File: src/hdl/stt_pkg.sv
// Shared types, token codes and character class helpers for the source text tokenizer.
package stt_pkg;

    typedef enum logic [2:0] {
        MODE_IDLE,
        MODE_OP,
        MODE_INT,
        MODE_DOT,
        MODE_FRAC,
        MODE_IDENT,
        MODE_STRING
    } t_scan_mode;

    typedef struct packed {
        logic [4:0]  kind;
        logic [15:0] start;
        logic [15:0] length;
    } t_token;

    typedef struct packed {
        logic [1:0]       count;
        logic [15:0]      line;
        t_token [2:0]     tok;
    } t_bundle;

    localparam int Q_DEPTH = 4;
    localparam int Q_PTR_BITS = $clog2(Q_DEPTH);

    localparam logic [4:0] TK_DOT    = 5'd5;
    localparam logic [4:0] TK_BANG   = 5'd12;
    localparam logic [4:0] TK_STRING = 5'd20;
    localparam logic [4:0] TK_NUMBER = 5'd21;
    localparam logic [4:0] TK_IDENT  = 5'd22;
    localparam logic [4:0] TK_VAR    = 5'd23;
    localparam logic [4:0] TK_LOG    = 5'd24;
    localparam logic [4:0] TK_END    = 5'd25;

    localparam logic [7:0] CH_LF    = 8'h0A;
    localparam logic [7:0] CH_QUOTE = 8'h22;
    localparam logic [7:0] CH_DOT   = 8'h2E;
    localparam logic [7:0] CH_EQ    = 8'h3D;

    localparam logic [3:0] KW_VAR_LEN = 4'd3;
    localparam logic [3:0] KW_LOG_LEN = 4'd12;
    localparam logic [3:0] KW_IDX_MAX = 4'd15;

    // {hit, index}
    function automatic logic [4:0] punct_lookup(input logic [7:0] c);
        case (c)
            8'h28: punct_lookup = {1'b1, 4'd0};
            8'h29: punct_lookup = {1'b1, 4'd1};
            8'h7B: punct_lookup = {1'b1, 4'd2};
            8'h7D: punct_lookup = {1'b1, 4'd3};
            8'h2C: punct_lookup = {1'b1, 4'd4};
            8'h2E: punct_lookup = {1'b1, 4'd5};
            8'h2D: punct_lookup = {1'b1, 4'd6};
            8'h2B: punct_lookup = {1'b1, 4'd7};
            8'h3B: punct_lookup = {1'b1, 4'd8};
            8'h2A: punct_lookup = {1'b1, 4'd9};
            8'h2F: punct_lookup = {1'b1, 4'd10};
            8'h25: punct_lookup = {1'b1, 4'd11};
            default: punct_lookup = 5'd0;
        endcase
    endfunction

    // {hit, index}
    function automatic logic [2:0] op_lookup(input logic [7:0] c);
        case (c)
            8'h21: op_lookup = {1'b1, 2'd0};
            8'h3D: op_lookup = {1'b1, 2'd1};
            8'h3C: op_lookup = {1'b1, 2'd2};
            8'h3E: op_lookup = {1'b1, 2'd3};
            default: op_lookup = 3'd0;
        endcase
    endfunction

    function automatic logic is_digit(input logic [7:0] c);
        is_digit = (c >= 8'h30) && (c <= 8'h39);
    endfunction

    function automatic logic is_alpha(input logic [7:0] c);
        is_alpha = ((c >= 8'h61) && (c <= 8'h7A)) || ((c >= 8'h41) && (c <= 8'h5A))
                   || (c == 8'h5F);
    endfunction

    function automatic logic [7:0] kw_var_at(input logic [3:0] i);
        case (i)
            4'd0: kw_var_at = 8'h76;
            4'd1: kw_var_at = 8'h61;
            4'd2: kw_var_at = 8'h72;
            default: kw_var_at = 8'h00;
        endcase
    endfunction

    function automatic logic [7:0] kw_log_at(input logic [3:0] i);
        case (i)
            4'd0:  kw_log_at = 8'h6C;
            4'd1:  kw_log_at = 8'h6F;
            4'd2:  kw_log_at = 8'h67;
            4'd3:  kw_log_at = 8'h4F;
            4'd4:  kw_log_at = 8'h6E;
            4'd5:  kw_log_at = 8'h43;
            4'd6:  kw_log_at = 8'h6F;
            4'd7:  kw_log_at = 8'h6E;
            4'd8:  kw_log_at = 8'h73;
            4'd9:  kw_log_at = 8'h6F;
            4'd10: kw_log_at = 8'h6C;
            4'd11: kw_log_at = 8'h65;
            default: kw_log_at = 8'h00;
        endcase
    endfunction

endpackage

File: src/hdl/stt_if.sv
// Valid/ready channel interfaces for source characters and tokens.
interface stt_in_if;
    logic       valid;
    logic       ready;
    logic       kind;
    logic [7:0] char_code;

    modport source (output valid, output kind, output char_code, input ready);
    modport sink (input valid, input kind, input char_code, output ready);
endinterface

interface stt_out_if;
    logic        valid;
    logic        ready;
    logic [4:0]  token_kind;
    logic [15:0] token_start;
    logic [15:0] token_length;
    logic [15:0] line_number;
    logic        last_of_run;

    modport source (output valid, output token_kind, output token_start, output token_length,
                    output line_number, output last_of_run, input ready);
    modport sink (input valid, input token_kind, input token_start, input token_length,
                  input line_number, input last_of_run, output ready);
endinterface

File: src/hdl/stt_front.sv
// Scanner front end: takes one character per cycle while the queue is not full and builds a bundle of finished tokens.
module stt_front
    import stt_pkg::*;
#(
    parameter int OFFSET_BITS = 16
) (
    input  logic          i_clk,
    input  logic          i_rst_n,
    stt_in_if.sink        i_src,
    input  logic          i_full,
    output logic          o_push,
    output t_bundle       o_bundle
);

    localparam int SW = OFFSET_BITS + 1;

    function automatic logic [15:0] span(input logic [SW-1:0] e, input logic [SW-1:0] b);
        span = (e >= b) ? 16'(e - b) : 16'd0;
    endfunction

    t_scan_mode             r_mode, n_mode;
    logic [1:0]             r_op, n_op;
    logic [OFFSET_BITS-1:0] r_tb, n_tb;
    logic [OFFSET_BITS-1:0] r_pos, n_pos;
    logic [15:0]            r_line, n_line;
    logic [3:0]             r_kw_idx, n_kw_idx;
    logic [1:0]             r_kw_alive, n_kw_alive;

    logic [7:0]             c;
    logic                   accept;
    logic [SW-1:0]          p_ext, p1_ext, d_ext, tb_ext;
    logic [OFFSET_BITS-1:0] d;
    logic [4:0]             pl;
    logic [2:0]             ol;
    logic [4:0]             ident_kind;
    logic [3:0]             kt_idx;
    logic [1:0]             kt_alive;
    logic                   f_a, f_b;
    t_token                 f_t0, f_t1;
    logic                   fa, fb, fs, do_start;
    t_token                 t0, t1, t2;

    assign c      = i_src.char_code;
    assign accept = i_src.valid && i_src.ready;
    assign i_src.ready = !i_full;

    assign d      = (r_pos != '0) ? r_pos - 1'b1 : '0;
    assign p_ext  = {1'b0, r_pos};
    assign p1_ext = p_ext + 1'b1;
    assign d_ext  = {1'b0, d};
    assign tb_ext = {1'b0, r_tb};
    assign pl     = punct_lookup(c);
    assign ol     = op_lookup(c);

    always_comb begin
        kt_alive = r_kw_alive;
        if ((r_kw_idx >= KW_VAR_LEN) || (kw_var_at(r_kw_idx) != c)) begin
            kt_alive[0] = 1'b0;
        end
        if ((r_kw_idx >= KW_LOG_LEN) || (kw_log_at(r_kw_idx) != c)) begin
            kt_alive[1] = 1'b0;
        end
        kt_idx = (r_kw_idx < KW_IDX_MAX) ? r_kw_idx + 4'd1 : r_kw_idx;
    end

    always_comb begin
        if (r_kw_alive[0] && (r_kw_idx == KW_VAR_LEN)) begin
            ident_kind = TK_VAR;
        end else if (r_kw_alive[1] && (r_kw_idx == KW_LOG_LEN)) begin
            ident_kind = TK_LOG;
        end else begin
            ident_kind = TK_IDENT;
        end
    end

    // token in progress that ends before the current position
    always_comb begin
        f_a  = 1'b0;
        f_b  = 1'b0;
        f_t0 = '0;
        f_t1 = '0;
        case (r_mode)
            MODE_OP: begin
                f_a  = 1'b1;
                f_t0 = '{kind: TK_BANG + {2'b00, r_op, 1'b0}, start: 16'(r_tb), length: 16'd1};
            end
            MODE_INT, MODE_FRAC: begin
                f_a  = 1'b1;
                f_t0 = '{kind: TK_NUMBER, start: 16'(r_tb), length: span(p_ext, tb_ext)};
            end
            MODE_DOT: begin
                f_a  = 1'b1;
                f_b  = 1'b1;
                f_t0 = '{kind: TK_NUMBER, start: 16'(r_tb), length: span(d_ext, tb_ext)};
                f_t1 = '{kind: TK_DOT, start: 16'(d), length: 16'd1};
            end
            MODE_IDENT: begin
                f_a  = 1'b1;
                f_t0 = '{kind: ident_kind, start: 16'(r_tb), length: span(p_ext, tb_ext)};
            end
            default: begin
                f_a = 1'b0;
            end
        endcase
    end

    always_comb begin
        n_mode     = r_mode;
        n_op       = r_op;
        n_tb       = r_tb;
        n_pos      = r_pos;
        n_line     = r_line;
        n_kw_idx   = r_kw_idx;
        n_kw_alive = r_kw_alive;
        fa         = 1'b0;
        fb         = 1'b0;
        fs         = 1'b0;
        t0         = '0;
        t1         = '0;
        t2         = '0;
        do_start   = 1'b0;

        if (i_src.kind) begin
            if (r_mode != MODE_STRING) begin
                fa = f_a;
                fb = f_b;
                t0 = f_t0;
                t1 = f_t1;
            end
            fs         = 1'b1;
            t2         = '{kind: TK_END, start: 16'(r_pos), length: 16'd0};
            n_mode     = MODE_IDLE;
            n_op       = 2'd0;
            n_tb       = '0;
            n_pos      = '0;
            n_line     = 16'd1;
            n_kw_idx   = 4'd0;
            n_kw_alive = 2'b11;
        end else begin
            case (r_mode)
                MODE_OP: begin
                    if (c == CH_EQ) begin
                        fa     = 1'b1;
                        t0     = '{kind: TK_BANG + {2'b00, r_op, 1'b1}, start: 16'(r_tb),
                                   length: span(p1_ext, tb_ext)};
                        n_mode = MODE_IDLE;
                    end else begin
                        do_start = 1'b1;
                    end
                end
                MODE_INT: begin
                    if (c == CH_DOT) begin
                        n_mode = MODE_DOT;
                    end else if (!is_digit(c)) begin
                        do_start = 1'b1;
                    end
                end
                MODE_DOT: begin
                    if (is_digit(c)) begin
                        n_mode = MODE_FRAC;
                    end else begin
                        do_start = 1'b1;
                    end
                end
                MODE_FRAC: begin
                    if (!is_digit(c)) begin
                        do_start = 1'b1;
                    end
                end
                MODE_IDENT: begin
                    if (is_alpha(c) || is_digit(c)) begin
                        n_kw_idx   = kt_idx;
                        n_kw_alive = kt_alive;
                    end else begin
                        do_start = 1'b1;
                    end
                end
                MODE_STRING: begin
                    if (c == CH_QUOTE) begin
                        fa     = 1'b1;
                        t0     = '{kind: TK_STRING, start: 16'(r_tb),
                                   length: span(p1_ext, tb_ext)};
                        n_mode = MODE_IDLE;
                    end else if ((c == CH_LF) && (r_line != 16'hFFFF)) begin
                        n_line = r_line + 16'd1;
                    end
                end
                default: begin
                    do_start = 1'b1;
                end
            endcase

            if (do_start) begin
                fa     = f_a;
                fb     = f_b;
                t0     = f_t0;
                t1     = f_t1;
                n_mode = MODE_IDLE;
                if (pl[4]) begin
                    fs = 1'b1;
                    t2 = '{kind: {1'b0, pl[3:0]}, start: 16'(r_pos), length: 16'd1};
                end else if (ol[2]) begin
                    n_mode = MODE_OP;
                    n_op   = ol[1:0];
                    n_tb   = r_pos;
                end else if (c == CH_LF) begin
                    if (r_line != 16'hFFFF) begin
                        n_line = r_line + 16'd1;
                    end
                end else if (c == CH_QUOTE) begin
                    n_mode = MODE_STRING;
                    n_tb   = r_pos;
                end else if (is_digit(c)) begin
                    n_mode = MODE_INT;
                    n_tb   = r_pos;
                end else if (is_alpha(c)) begin
                    n_mode     = MODE_IDENT;
                    n_tb       = r_pos;
                    n_kw_idx   = 4'd1;
                    n_kw_alive = {c == kw_log_at(4'd0), c == kw_var_at(4'd0)};
                end
            end

            if (r_pos != '1) begin
                n_pos = r_pos + 1'b1;
            end
        end
    end

    always_comb begin
        o_bundle.count  = 2'({1'b0, fa} + {1'b0, fb} + {1'b0, fs});
        o_bundle.line   = r_line;
        o_bundle.tok[0] = fa ? t0 : t2;
        o_bundle.tok[1] = fb ? t1 : t2;
        o_bundle.tok[2] = t2;
        o_push          = accept && (fa || fb || fs);
    end

    always_ff @(posedge i_clk) begin
        if (!i_rst_n) begin
            r_mode     <= MODE_IDLE;
            r_op       <= 2'd0;
            r_tb       <= '0;
            r_pos      <= '0;
            r_line     <= 16'd1;
            r_kw_idx   <= 4'd0;
            r_kw_alive <= 2'b11;
        end else if (accept) begin
            r_mode     <= n_mode;
            r_op       <= n_op;
            r_tb       <= n_tb;
            r_pos      <= n_pos;
            r_line     <= n_line;
            r_kw_idx   <= n_kw_idx;
            r_kw_alive <= n_kw_alive;
        end
    end

endmodule

File: src/hdl/stt_queue.sv
// Bundle queue between the scanner and the token serializer.
module stt_queue
    import stt_pkg::*;
(
    input  logic    i_clk,
    input  logic    i_rst_n,
    input  logic    i_push,
    input  t_bundle i_bundle,
    output logic    o_full,
    input  logic    i_pop,
    output logic    o_head_valid,
    output t_bundle o_head
);

    t_bundle                r_mem [Q_DEPTH];
    logic [Q_PTR_BITS-1:0]  r_wr, r_rd;
    logic [Q_PTR_BITS:0]    r_cnt;
    logic                   pop_ok;

    assign o_full       = (r_cnt == (Q_PTR_BITS + 1)'(Q_DEPTH));
    assign o_head_valid = (r_cnt != '0);
    assign o_head       = r_mem[r_rd];
    assign pop_ok       = i_pop && o_head_valid;

    always_ff @(posedge i_clk) begin
        if (i_push) begin
            r_mem[r_wr] <= i_bundle;
        end
    end

    always_ff @(posedge i_clk) begin
        if (!i_rst_n) begin
            r_wr  <= '0;
            r_rd  <= '0;
            r_cnt <= '0;
        end else begin
            if (i_push) begin
                r_wr <= r_wr + 1'b1;
            end
            if (pop_ok) begin
                r_rd <= r_rd + 1'b1;
            end
            if (i_push && !pop_ok) begin
                r_cnt <= r_cnt + 1'b1;
            end else if (!i_push && pop_ok) begin
                r_cnt <= r_cnt - 1'b1;
            end
        end
    end

endmodule

File: src/hdl/stt_back.sv
// Token serializer: sends the tokens of each queued bundle one transfer at a time.
module stt_back
    import stt_pkg::*;
(
    input  logic          i_clk,
    input  logic          i_rst_n,
    input  logic          i_head_valid,
    input  t_bundle       i_head,
    output logic          o_pop,
    stt_out_if.source     o_tok
);

    logic [1:0] r_slot;
    logic       last;
    logic       xfer;
    t_token     cur;

    always_comb begin
        case (r_slot)
            2'd0:    cur = i_head.tok[0];
            2'd1:    cur = i_head.tok[1];
            2'd2:    cur = i_head.tok[2];
            default: cur = i_head.tok[2];
        endcase
    end

    assign last  = (r_slot == (i_head.count - 2'd1));
    assign xfer  = o_tok.valid && o_tok.ready;
    assign o_pop = xfer && last;

    assign o_tok.valid        = i_head_valid;
    assign o_tok.token_kind   = cur.kind;
    assign o_tok.token_start  = cur.start;
    assign o_tok.token_length = cur.length;
    assign o_tok.line_number  = i_head.line;
    assign o_tok.last_of_run  = last;

    always_ff @(posedge i_clk) begin
        if (!i_rst_n) begin
            r_slot <= 2'd0;
        end else if (xfer) begin
            r_slot <= last ? 2'd0 : r_slot + 2'd1;
        end
    end

endmodule

File: src/hdl/source_text_tokenizer_unit.sv
// Streaming source text tokenizer: characters in, tokens out.
//
// i_src carries one item per transfer: kind 0 is a source byte in char_code,
// kind 1 closes the source. o_tok carries tokens as kind, start offset,
// length and line; last_of_run marks the final token caused by one item.
// The scanner takes one item per cycle unless the queue is full and can emit
// up to three tokens for it (a number, a split-off dot, a punctuation mark;
// or pending tokens, then end). They are queued as one bundle in a four-entry
// queue; the serializer drives one token per cycle from its head while o_tok
// is ready. Latency: a token appears on o_tok in the cycle after the item
// that finishes it is transferred, when no earlier token is waiting.
// Throughput: one item per cycle while the tokens drain at least as fast as
// they are produced; the queue depth and the one-token-per-cycle serializer
// set how long a burst of multi-token items can run before i_src.ready drops.
// When o_tok stalls, the queue fills and i_src.ready falls once it holds
// four bundles. Reset empties the queue and returns the scanner to the start
// of a source at offset 0, line 1; an end item returns the scanner there too.
module source_text_tokenizer_unit
    import stt_pkg::*;
#(
    parameter int OFFSET_BITS = 16
) (
    input  logic          i_clk,
    input  logic          i_rst_n,
    stt_in_if.sink        i_src,
    stt_out_if.source     o_tok
);

    logic    full;
    logic    push;
    t_bundle bundle;
    logic    pop;
    logic    head_valid;
    t_bundle head;

    stt_front #(
        .OFFSET_BITS(OFFSET_BITS)
    ) u_front (
        .i_clk    (i_clk),
        .i_rst_n  (i_rst_n),
        .i_src    (i_src),
        .i_full   (full),
        .o_push   (push),
        .o_bundle (bundle)
    );

    stt_queue u_queue (
        .i_clk        (i_clk),
        .i_rst_n      (i_rst_n),
        .i_push       (push),
        .i_bundle     (bundle),
        .o_full       (full),
        .i_pop        (pop),
        .o_head_valid (head_valid),
        .o_head       (head)
    );

    stt_back u_back (
        .i_clk        (i_clk),
        .i_rst_n      (i_rst_n),
        .i_head_valid (head_valid),
        .i_head       (head),
        .o_pop        (pop),
        .o_tok        (o_tok)
    );

endmodule
File: src/flat_wrapper.sv
// flat-port wrapper written by rule: the top's interface ports become plain ports
module source_text_tokenizer_unit_flat import stt_pkg::*;
#(
    parameter int OFFSET_BITS = 16
)
  (i_clk, i_rst_n, i_src_valid, i_src_kind, i_src_char_code, i_src_ready, o_tok_valid, o_tok_token_kind, o_tok_token_start, o_tok_token_length, o_tok_line_number, o_tok_last_of_run, o_tok_ready);
  stt_in_if i_src_i ();
  stt_out_if o_tok_i ();
  input  logic i_clk;
  input  logic i_rst_n;
  input wire logic [$bits(i_src_i.valid)-1:0] i_src_valid;
  input wire logic [$bits(i_src_i.kind)-1:0] i_src_kind;
  input wire logic [$bits(i_src_i.char_code)-1:0] i_src_char_code;
  output wire logic [$bits(i_src_i.ready)-1:0] i_src_ready;
  output wire logic [$bits(o_tok_i.valid)-1:0] o_tok_valid;
  output wire logic [$bits(o_tok_i.token_kind)-1:0] o_tok_token_kind;
  output wire logic [$bits(o_tok_i.token_start)-1:0] o_tok_token_start;
  output wire logic [$bits(o_tok_i.token_length)-1:0] o_tok_token_length;
  output wire logic [$bits(o_tok_i.line_number)-1:0] o_tok_line_number;
  output wire logic [$bits(o_tok_i.last_of_run)-1:0] o_tok_last_of_run;
  input wire logic [$bits(o_tok_i.ready)-1:0] o_tok_ready;
  assign i_src_i.valid = i_src_valid;
  assign i_src_i.kind = i_src_kind;
  assign i_src_i.char_code = i_src_char_code;
  assign i_src_ready = i_src_i.ready;
  assign o_tok_valid = o_tok_i.valid;
  assign o_tok_token_kind = o_tok_i.token_kind;
  assign o_tok_token_start = o_tok_i.token_start;
  assign o_tok_token_length = o_tok_i.token_length;
  assign o_tok_line_number = o_tok_i.line_number;
  assign o_tok_last_of_run = o_tok_i.last_of_run;
  assign o_tok_i.ready = o_tok_ready;
  source_text_tokenizer_unit #(.OFFSET_BITS(OFFSET_BITS)) u_core (.i_clk(i_clk), .i_rst_n(i_rst_n), .i_src(i_src_i), .o_tok(o_tok_i));
endmodule
File: config.mk
export PLATFORM = sky130hd
export DESIGN_NAME = source_text_tokenizer_unit_flat
export DESIGN_NICKNAME = d
export VERILOG_FILES = /design/src/hdl/stt_pkg.sv /design/src/hdl/stt_if.sv /design/src/hdl/stt_front.sv /design/src/hdl/stt_queue.sv /design/src/hdl/stt_back.sv /design/src/hdl/source_text_tokenizer_unit.sv /design/src/flat_wrapper.sv
export SDC_FILE = /design/constraint.sdc
export NUM_CORES = 1
export LEC_CHECK = 0
export BUFFER_PORTS_ARGS = -buffer_cell sky130_fd_sc_hd__buf_2
export CAP_MARGIN = 40
export CORE_MARGIN = 1.5
export CORE_UTILIZATION = 60
export DETAILED_ROUTE_END_ITERATION = 12
export PLACE_DENSITY_LB_ADDON = 0.05
export SLEW_MARGIN = 20
export SYNTH_ARGS = -nofsm -noshare
export SYNTH_HDL_FRONTEND = slang
export SYNTH_SLANG_ARGS = --single-unit
File: constraint.sdc
create_clock -name i_clk -period 7.2 [get_ports i_clk]
set_input_delay 1.44 -clock i_clk [delete_from_list [all_inputs] [get_ports i_clk]]
set_output_delay 1.44 -clock i_clk [all_outputs]
set_load 0.01 [all_outputs]
### Word level (Yosys, flattened, before mapping)

Memories as Yosys holds them, arrays and structs flattened. A register that Yosys moved wholly into a read port is not among the register bits.
Cells that the tools add are included.

* ROM bits: 112
* register bits after elaboration: 68
* memories: 2
* output and inout port bits: 56
* memory bits (writable): 516

Memory list
* u_core.u_queue.r_mem: depth 4, width 129, read ports 1, clocked after Yosys merged registers in 1, write ports 1, RTL line stt_queue.sv:15 `t_bundle r_mem [Q_DEPTH];`
* (name not given): depth 16, width 7, read ports 1, clocked after Yosys merged registers in 1, write ports 0, RTL line stt_pkg.sv:96 `case (i)`

* eq/ne operators: 45
* reduce and logical (&&, ||, !) cells: 40
* $lt $le $gt $ge: 12
* muxes and demuxes: 114
* add/sub/neg operators: 18

Operators by type and width (number)
* $mux W37: 11
* $mux W16: 23
* $pmux W37 S2: 2
* $pmux W37 S4: 1
* $eq A8 B6 Y1 const B: 15
* $mux W36: 2
* $mux W4: 15
* $pmux W5 S12: 1
* $sub A16 B16 Y16: 3
* $mux W3: 14
* $eq A8 B7 Y1 const B: 5
* $mux W35: 1
* $mux W2: 17
* $add A16 B1 Y16 const B: 2
* $ge A16 B16 Y1: 2
* $ne A16 B16 Y1 const B: 2
* $pmux W3 S4: 2
* $mux W1: 22
* $pmux W7 S3: 1
* $add A16 B1 Y17 const B: 1
* $ge A17 B16 Y1: 1
* $ge A8 B7 Y1 const B: 2
* $le A8 B7 Y1 const B: 2
* $ne A4 B4 Y1 const B: 4
* 44 further kinds: 78

### Logic depth before layout (Yosys ltp)

* word-level depth: 17
* mapped depth: 18

### Hierarchy

Synthesis repeated with hierarchy kept, for this count alone.

* cells, all modules: 2068
* area total of the unflattened synthesis: 28222.1 µm²

Modules (own cells, without submodules)
* stt_queue: area an instance 19078.3 µm², instances 1, sequential area each 15675.0 µm², cells each 716
* stt_front: area an instance 8249.2 µm², instances 1, sequential area each 1321.3 µm², cells each 1194
* stt_back: area an instance 894.6 µm², instances 1, sequential area each 40.0 µm², cells each 158

### Worst setup path before layout

No wires, ideal clock.

* path kind: input-to-reg
* start point: input port i_src_char_code[7]
* end point: memory u_core.u_queue.r_mem[0][0] in the netlist's numbering (enable)
* stages on the path: 13
* data arrival time: 5.911 ns
* path slack: 0.820 ns
* path through: buf_6 > or4b_1 > buf_2 > o311ai_2 > a21oi_1 > a31o_1 > or2_4 > a21oi_2 > or2_1 > buf_6 > inv_2 > a21oi_4 > and2_1

* longest elaborated chain between the ends: 15
* elaborated cells on any way between the ends: 49
* classes of those cells: order compare (6); eq/ne (15); mux (19); reduce/logical (9)

RTL lines
* start, declared: RTL line flat_wrapper.sv:13 `input wire logic [$bits(i_src_i.char_code)-1:0] i_src_char_code;`
* $ge A8 B7 Y1 / $le A8 B7 Y1 (equally long branches): RTL line stt_pkg.sv:82 `is_alpha = ((c >= 8'h61) && (c <= 8'h7A)) || ((c >= 8'h41) && (c <= 8'h5A))`
* $logic_and A1 B1 Y1: RTL line stt_pkg.sv:82
* $logic_or A1 B1 Y1: RTL line stt_pkg.sv:82
* $logic_or A1 B1 Y1: RTL line stt_pkg.sv:83 `|| (c == 8'h5F);`
* $logic_or A1 B1 Y1: RTL line stt_front.sv:171 `if (is_alpha(c) || is_digit(c)) begin`
* $mux W1: RTL line stt_front.sv:171
* $pmux W1 S5: RTL line stt_front.sv:140 `case (r_mode)`
* $mux W1: RTL line stt_front.sv:123 `if (i_src.kind) begin`
* $mux W1: RTL line stt_front.sv:193 `if (do_start) begin`
* $mux W1: RTL line stt_front.sv:123
* $logic_or A1 B1 Y1: RTL line stt_front.sv:236 `o_push = accept && (fa || fb || fs);`
* $logic_or A1 B1 Y1 *: RTL line stt_front.sv:236
* $logic_and A1 B1 Y1 *: RTL line stt_front.sv:236
* via u_core.push: RTL line source_text_tokenizer_unit.sv:30 `logic push;`
* $mux W1 *: RTL line stt_queue.sv:26 `if (i_push) begin`
* $mux W1 (not written as such) *: RTL line stt_queue.sv:27 `r_mem[r_wr] <= i_bundle;`
* end, declared: RTL line stt_queue.sv:15

Mark *: on every way through the listed nets, which the timed path passes. The rest lies on a longest branch. The select of a mux whose other input is x is not followed.

### Final worst setup path

* start point: input port i_src_char_code[5]
* end point: register u_core.u_queue.r_cnt[2]

* longest elaborated chain between the ends: 16
* elaborated cells on any way between the ends: 52
* classes of those cells: order compare (6); eq/ne (15); mux (18); reduce/logical (13)

RTL lines
* $ge A8 B7 Y1 / $le A8 B7 Y1 (equally long branches): RTL line stt_pkg.sv:82
* $logic_and A1 B1 Y1: RTL line stt_pkg.sv:82
* $logic_or A1 B1 Y1: RTL line stt_pkg.sv:82
* $logic_or A1 B1 Y1: RTL line stt_pkg.sv:83
* $logic_or A1 B1 Y1: RTL line stt_front.sv:171
* $mux W1: RTL line stt_front.sv:171
* $pmux W1 S5: RTL line stt_front.sv:140
* $mux W1: RTL line stt_front.sv:123
* $mux W1: RTL line stt_front.sv:193
* $mux W1: RTL line stt_front.sv:123
* $logic_or A1 B1 Y1: RTL line stt_front.sv:236
* $logic_or A1 B1 Y1 *: RTL line stt_front.sv:236
* $logic_and A1 B1 Y1 *: RTL line stt_front.sv:236
* via u_core.push: RTL line source_text_tokenizer_unit.sv:30
* $logic_not A1 Y1: RTL line stt_queue.sv:45 `end else if (!i_push && pop_ok) begin`
* $logic_and A1 B1 Y1: RTL line stt_queue.sv:45
* $reduce_bool A2 Y1 (no source line)
* end signal, assigned: RTL line stt_queue.sv:44 `r_cnt <= r_cnt + 1'b1;`
* end signal, assigned: RTL line stt_queue.sv:46 `r_cnt <= r_cnt - 1'b1;`
* end, declared: RTL line stt_queue.sv:17 `logic [Q_PTR_BITS:0] r_cnt;`

Marked as above.
A chain may end at the register's enable or synchronous reset.

==> flow_summary.json <==
{
  "io_buffers": 68,
  "ctsResizeCount": 0,
  "vias": 15800,
  "area_growth_pct": 10.6,
  "vias_per_cell": 6.40,
  "wire_per_inst_um": 24.1,
  "path_max_fanout": 20,
  "worstSetupPathType": "input pin to flop",
  "synth_nets": 1923,
  "fin_util_pct": 67.4,
  "io_pins": 69,
  "clockRootBuffer": "clkbuf_16",
  "synth_cells": 1845,
  "drive_gt1_share_pct": 17.3,
  "crit_slowest_cell": "nor3b_1",
  "synth.largest_area_cell": "edfxtp_1",
  "seq_area_frac_synth_pct": 57.0,
  "drc": 0,
  "synth_cell_types": 100,
  "antenna_left": 0,
  "cp.required_ps": 7690,
  "syn-cell-area_um2": 23500,
  "p_leak_uw": 0.00918,
  "cts_buffers": 48,
  "grt_pass1_vias": 15300,
  "setup_tns_ps": 0,
  "fmax_mhz": 185,
  "clkLatencyLatePin_ps": 590,
  "status": "finished clean",
  "critPathTopFamily": "simple AND/OR/NAND/NOR gates",
  "dp_hpwl_um": 41400,
  "first_pass_iters": 6,
  "antenna_found_initial": 1,
  "core_area_um2": 38600,
  "rsz0062_at_grt": "false",
  "final_nets": 1984,
  "antenna_cells": 0,
  "gp_congestion": 0.954,
  "h-tree-depth": 2,
  "die_w_um": 201,
  "powerDensity_nw_per_um2": 271,
  "synthFlopType": "edfxtp_1",
  "final_max_slew_viol_count": 0,
  "die_area_um2": 40400,
  "ir_drop_mv": 0.190,
  "hold_buffers": 0,
  "clock-sinks": 473,
  "hp-class": "flop to flop",
  "rows": 72,
  "grt_max_degree": 65,
  "period_share_pct": 75.2,
  "drt_iter0_markers": 1636,
  "end_kind": "flop",
  "maxSlewHeadroom_pct": 38.9,
  "synth_edf_count": 396,
  "post-cts-setup-buffers": 0,
  "cts_tree": "yes",
  "syn_avg_cell_area_um2": 12.8,
  "initial_core_util_pct": 60.9,
  "die_y_um": 201,
  "ys_seq_elements": 473,
  "max-cap-violations": 0,
  "clock_path_buffers": 3,
  "grt_overflow": 0,
  "skew_ps": 24.1,
  "grt_use_total_pct": 29.7,
  "synth_top_area_share_pct": 50.5,
  "clk_pin_slew_worst_paths_ps": 60,
  "synth_area_leaders": "edfxtp_1, mux4_2, dfxtp_1, ha_1, nand2_1",
  "slowest_delay_ps": 590,
  "hold_violations": 0,
  "path_cells": "buf_2 -> nor3b_1 -> nand4_1 -> a22oi_1 -> or2b_1 -> or2_4 -> a21oi_2 -> or2_1 -> buf_4 -> inv_2 -> a21oi_4 -> ha_1 -> inv_1 -> fa_1 -> xor2_1 -> or3_1 -> a21boi_0",
  "worst_slew_pin_slew_ps": 917,
  "startpoint_type": "input pin",
  "grt_pass1_wl_um": 91000,
  "worst-path-buf-inv": 4,
  "async_flop_share_pct": 0,
  "worstPathArrival_ps": 5910,
  "period_needed_ps": 5420,
  "drt_wl_total_um": 59400,
  "yosys_warnings": 0,
  "nFillCells": 2739,
  "setup_viol": 0
}
layer usage:
layer / GRT usage (%) / routed length (um) / vias up
li1: - / - / 7123
met1: 44.7 / 26100 / 7908
met2: 45.9 / 27600 / 666
met3: 3.92 / 4600 / 71
met4: 7.98 / 1150 / 0
met5: 0 / 0 / -
state kept, by name, indices dropped and copies added (netlist names), 3 cells and up, named ones only:
signal and flops:
u_core.u_front.r_mode 3, u_core.u_front.r_kw_idx 4, u_core.u_front.r_tb 16, u_core.u_front.r_pos 16, u_core.u_front.r_line 16, u_core.u_queue.r_cnt 3
u_core.u_queue.r_mem 396
stage by stage:
step	power, uW	hold WS, ps	setup slack (ps)	cell area, um2	instances
2_1_floorplan	4200	435	820	23500	1845
3_3_place_gp	4670	451	1460	24500	2370
3_5_place_dp	4700	454	1280	24500	2374
4_1_cts	7100	464	1890	26000	2463
5_1_grt	7310	498	1540	26000	2463
6_report	7050	460	1780	26000	2463
final timing paths:
check	from	to	slack, ps	cells after the start
worst max-delay path	i_src_char_code[5]	u_core.u_queue.r_cnt[2]	1780	17
worst min-delay path	u_core.u_front.r_kw_alive[0]	u_core.u_front.r_kw_alive[0]	460	2
worst max register to register	u_core.u_front.r_pos[0]	u_core.u_queue.r_mem[0][14]	1980	18
worst min register to register	u_core.u_front.r_kw_alive[0]	u_core.u_front.r_kw_alive[0]	460	2
worst reg2reg max path: stages (launching register included):
cell and delay, ps:
dfxtp_1 420, inv_1 230, ha_1 240, or4b_4 600, nor4_2 290, buf_4 270
or2_2 210, ha_1 180, inv_1 60, fa_1 420, a211o_1 330, o211ai_1 180
a21o_1 190, maj3_2 230, o221ai_1 150, o2111ai_1 150, o311ai_1 140, xnor2_1 310
o221ai_2 280
cells in the mapped netlist (all sizes together), types with 4 or more instances:
master  count
a211o       5
a211oi     13
a21boi     12
a21o       19
a21oi      73
a221oi      6
a22oi      36
a31oi      14
and2       72
and3       14
buf        32
clkbuf     68
dfxtp      77
edfxtp    396
fa          5
ha         60
inv        67
mux2        4
mux2i      19
mux4       99
nand2     169
nand2b     23
nand3      34
nand4      22
nor2      115
nor2b      28
nor3       28
nor3b       5
nor4       12
o211ai      9
o21a       10
o21ai      97
o221ai      6
o22ai       9
o311ai      5
o31ai      11
o41ai       6
or2        11
or3        14
or4         7
xnor2      57
xor2       23
area by class of cell:
cell class	count	area, um2	share of cell area, %
clock inverters	24	196	0.754
inverters	69	259	0.994
repair buffers	111	716	2.75
well taps	518	648	2.49
flip-flops and latches	473	13400	51.6
multi-input cells	1203	9430	36.2
clock buffers	65	1360	5.21
logic make-up after synthesis:
kind of cell / after synthesis / share of synthesized area [%]
buffers and inverters: 169 / 2.99
DFF: 473 / 57.0
and+or+nand+nor: 569 / 12.3
muxes: 122 / 10.5
xor gates and xnor gates: 80 / 2.98
adders and majority gates: 68 / 3.75
AOI/OAI and AO/OA: 364 / 10.5
report_power, final:
group	total (uW)	internal, uW	switching [uW]
clock	2410	1370	1030
sequential	3190	3110	79.0
combinational	1450	595	857
total	7050	5080	1970
placed cells by master, fill, tap and decap left out, drive strengths merged, types with 6 or more instances in the layout:
| cell | count |
|---|---|
| a211oi | 13 |
| ha | 60 |
| a21oi | 73 |
| dfxtp | 77 |
| o21ai | 97 |
| buf | 111 |
| nand2 | 169 |
| nand3 | 34 |
| nor4 | 12 |
| a21o | 19 |
| a21boi | 12 |
| mux2i | 19 |
| and3 | 14 |
| nand2b | 23 |
| nand4 | 22 |
| nor2 | 115 |
| nor2b | 28 |
| xor2 | 23 |
| or3 | 14 |
| o22ai | 9 |
| xnor2 | 57 |
| clkbuf | 65 |
| edfxtp | 396 |
| inv | 70 |
| o31ai | 11 |
| clkinv | 20 |
| or2 | 11 |
| mux4 | 99 |
| a22oi | 36 |
| a221oi | 6 |
| nor3 | 28 |
| o221ai | 6 |
| or4 | 7 |
| o21a | 10 |
| and2 | 72 |
| o41ai | 6 |
| o211ai | 9 |
| a31oi | 14 |
(Power assumes the default switching activity.)
